`src/design/rlstk_ram.sv`:
```
module rlstk_ram #(
	parameter int WIDTH = 64,
	parameter int DEPTH = 64
) (
	input  logic                     clk,
	input  logic                     we,
	input  logic [$clog2(DEPTH)-1:0] waddr,
	input  logic [WIDTH-1:0]         wdata,
	input  logic                     re,
	input  logic [$clog2(DEPTH)-1:0] raddr,
	output logic [WIDTH-1:0]         rdata
);

	logic [WIDTH-1:0] mem_q [DEPTH];

	// Single write port, single registered read port.
	always_ff @(posedge clk) begin
		if (we) begin
			mem_q[waddr] <= wdata;
		end
		if (re) begin
			rdata <= mem_q[raddr];
		end
	end

endmodule

```
`config.mk`:
```
export PLATFORM = sky130hd
export DESIGN_NAME = rlstk_ram
export DESIGN_NICKNAME = d
export VERILOG_FILES = /design/src/design/rlstk_ram.sv
export SDC_FILE = /design/constraint.sdc
export NUM_CORES = 2
export LEC_CHECK = 0
export BUFFER_PORTS_ARGS = -buffer_cell sky130_fd_sc_hd__buf_2
export CORE_ASPECT_RATIO = 1.4
export CORE_MARGIN = 2
export CORE_UTILIZATION = 60
export CTS_CLUSTER_SIZE = 12
export DETAILED_ROUTE_END_ITERATION = 10
export GPL_TIMING_DRIVEN = 1
export HOLD_SLACK_MARGIN = 0.1
export PLACE_DENSITY_LB_ADDON = 0.05
export SLEW_MARGIN = 5
export SYNTH_ARGS = -nofsm -noshare
export SYNTH_HDL_FRONTEND = slang
export SYNTH_SLANG_ARGS = --single-unit
export TNS_END_PERCENT = 1
```
`constraint.sdc`:
```
create_clock -name clk -period 8.4 [get_ports clk]
set_input_delay 0.42 -clock clk [delete_from_list [all_inputs] [get_ports clk]]
set_output_delay 0.42 -clock clk [all_outputs]
set_load 0.02 [all_outputs]
```
Yosys cells after proc, flatten, opt, wreduce, memory -nomap -nowiden
Memory sizes are Yosys's and may differ from the RTL's. A register that Yosys moved wholly into a read port is not among the register bits.
Index checks and enable logic that the tools add are counted.

storage, ports and cells
  bits in registers = 0
  bits in writable memories = 4096
  output and inout bits = 64
  memories kept = 1

operators by class
  mux-type cells = 2

memory list
  name   depth  bits a word  rd ports  clocked after memory_dff  write ports  line  source
  mem_q  64     64           1         1                         1            14    logic [WIDTH-1:0] mem_q [DEPTH];

operator list
  cell    count
  $mux 1  2

Longest topological paths before layout
  depth after elaboration = 2
  mapped depth = 9
  mapped depth without buffers = 5

Worst setup path after synthesis
OpenSTA, ideal clock, no wires.

  path type = input to register
  start = input waddr[3]
  end = memory mem_q[48][0] (enable)
  library setup time = 0.564 ns
  data arrival time = 5.292 ns
  path slack = 2.544 ns
  stages = 4
  buffers on the path = 1
  cell sequence = clkbuf_1 -> nor2b_1 -> nand4b_1 -> nor3_1

RTL lines
  what         line  source
  from (decl)  7     input logic [$clog2(DEPTH)-1:0] waddr,
  to (decl)    14

Straight into the memory's write port.

==> flow_summary.ini <==
[synthesis]
synth-seq-area-share_pct = 79.57
synth_cell_types = 32
netlist_area_um2 = 157000
synth_edf_count = 4160
syn_inst = 6598
ys_ff_latch = 4160
synth_flop_cell = edfxtp_1
syn_avg_cell_area_um2 = 23.79
synth_fp_nets = 6677
async_reset_ff_share_pct = 0
ys_warn_count = 0

[layout]
final_nets = 7050
synthToLayoutAreaGrowth_pct = 10.42
n_fill_cell = 16420
register_area_um2 = 124900
fin_area_um2 = 173300
drive_above_1_share_pct = 26.78
multiInputGateArea_um2 = 30780

[routing]
dr_total_vias = 75230
wl_mm = 423.2
routedWlPerCell_um = 40.09
first_iter_violations = 10200
via_per_inst = 7.127
drtAntennaViolNets = 0
first_pass_iters = 5
drcViolationCount = 0

[clocking]
cts.reportedPaths.clkPinSlew_ps = 60
clk_root_buffer_cell = clkbuf_16
cts_tree = yes
clkLatencyLatePin_ps = 920
ctsHtreeMaxLevel = 5
cts_sinks = 4160
numCtsBuffers = 398
cts_max_path_buffers = 4
cts_resized = 0

[floorplanning]
die_area_um2 = 265800
die_w_um = 436.3
core_um2 = 260800
start_util_pct = 60.19
ios = 143
row_count = 222
die_h_um = 609.2

[timing]
setup_viol = 0
finalSetupTns_ps = 0
fmaxAchievable_mhz = 309.1
worstMarginPinSlew_ps = 1332
max_slew_margin_pct = 10.97
rsz0062_at_grt = false
hold_viol = 0
period_needed_ps = 3235
drv_slew = 0
finalCritPeriodShare_pct = 38.51
finClkSkew_ps = 29.96

[worst_setup_path]
cp.arrival_ps = 3830
critPathLaunchType = input pin
end_kind = register
cp_max_fo = 65
cp.required_ps = 9000
worstSetupPathType = in2reg

[place]
numPortBuffers = 142
dp_hpwl_mm = 223.4
gp_congestion = 0.8120
dpl-instance-area_um2 = 162700

[grt]
antenna_found_initial = 26
first_global_vias = 75910
overflow = 0
grt_start_max_net_pins = 128
grt_usage_pct = 32.10
grt_pass1_wl_mm = 589.5

[power_and_ir_drop]
powerDensity_nw_per_um2 = 235.3
p_leak_nw = 53.59
ir_drop_uv = 223.3

[min_path]
hp-class = in2reg

[run]
maxCapViolations = 0

[run_status]
status = completed
[where the power goes]
group	switching [mW]	internal, mW
sequential	0.0716	23.0
clock	7.10	8.66
combinational	1.23	0.693
total	8.40	32.4
[worst max-delay path: stages]
cell	delay, ps
buf_8	410
buf_4	730
buf_4	770
mux4_2	420
mux2i_1	210
o22ai_1	120
a41oi_1	400
a211oi_1	80
[cells by family (layout without fill, tap and decap cells)]
kind of cell / Yosys count / count (layout) / synth area share (%)
simple gates: 386 / 386 / 1.235
compound gates: 504 / 504 / 2.467
flops: 4160 / 4160 / 79.57
buf+inv: 389 / 867 / 1.176
mux: 1159 / 1159 / 15.55
other cells: 0 / 7 / 0
[area by class of cell]
class	instances	area share [%]
flip-flops and latches	4160	72.06
clock inverters	37	0.1256
multi-input cells	2049	17.76
diodes	7	0.01010
well taps	3472	2.506
repair buffers	343	1.477
clock buffers	468	6.020
inverters	19	0.04114
[layer usage]
metal	up-vias	part of all wire (%)	wire length, um	GRT usage [%]
met2	4197	51	215600	53.65
met1	41160	36	153800	43.85
met3	791	8.6	36580	4.743
li1	29080	-	-	-
met4	8	4.1	17210	11.47
met5	-	0.011	47	0
[flip-flops by register name (all words and copies together) (netlist names)]
register and cells:
mem_q 4096, rdata 64
[path summary, 6_finish.rpt]
check                                          endpoint  slack [ps]  depth (start not counted)                     from
worst max-delay path                rdata[13]$_DFFE_PP_        5170                          8                 raddr[2]
worst min-delay path            mem_q[31][43]$_DFFE_PP_         220                          1                wdata[43]
worst max register to register      rdata[44]$_DFFE_PP_        6130                          5  mem_q[11][44]$_DFFE_PP_
worst min register to register      rdata[26]$_DFFE_PP_         910                          4  mem_q[47][26]$_DFFE_PP_
[Yosys cell counts (38+ instances only)]
master,number,area [um2]
edfxtp_1,4160,124900
mux4_2,1024,23060
buf_2,170,850.8
a22oi_1,168,1261
clkbuf_1,140,525.5
mux2i_1,135,1351
nor2_1,112,420.4
a22o_1,88,770.7
o22ai_1,83,519.3
and3_1,64,400.4
a211oi_1,63,473.0
nand2_1,58,217.7
nand3_1,45,225.2
o221ai_1,38,332.8
[layout by cell type (no fill, tap or decap), drive strengths merged]
cell / instances
a211oi: 63
a22o: 88
a22oi: 168
a2bb2oi: 19
a31o: 1
a31oi: 18
a41oi: 26
and2: 3
and3: 64
buf: 342
bufinv: 1
clkbuf: 468
clkinv: 29
diode: 7
dlygate4sd3: 1
edfxtp: 4160
inv: 26
mux2i: 135
mux4: 1024
nand2: 58
nand2b: 11
nand3: 45
nand3b: 2
nand4: 2
nand4b: 1
nor2: 112
nor2b: 28
nor3: 2
o221ai: 38
o22ai: 83
or2: 28
or3: 29
or3b: 1
[metrics by stage]
| step | setup WS, ps | hold slack (ps) | util [%] | instances | total power, mW |
|---|---|---|---|---|---|
| finish | 5165 | 215.9 | 66.46 | 10560 | 40.79 |
| global route | 4847 | 262.4 | 66.46 | 10550 | 41.81 |
| CTS | 5047 | 174.5 | 66.46 | 10550 | 40.99 |
| detailed placement | 4079 | 844.3 | 62.37 | 10040 | 25.49 |
| global placement | 4131 | 849.7 | 62.36 | 10040 | 25.44 |
| floorplan | 2544 | 518.9 | - | 6598 | 24.62 |
[what timing repair did]
item	4_1_cts	5_1_grt
setup buffers	0	0
endpoints found under the hold margin	9	0
setup endpoints to repair	0	0
hold buffers	1	0
(Power assumes the default switching activity.)
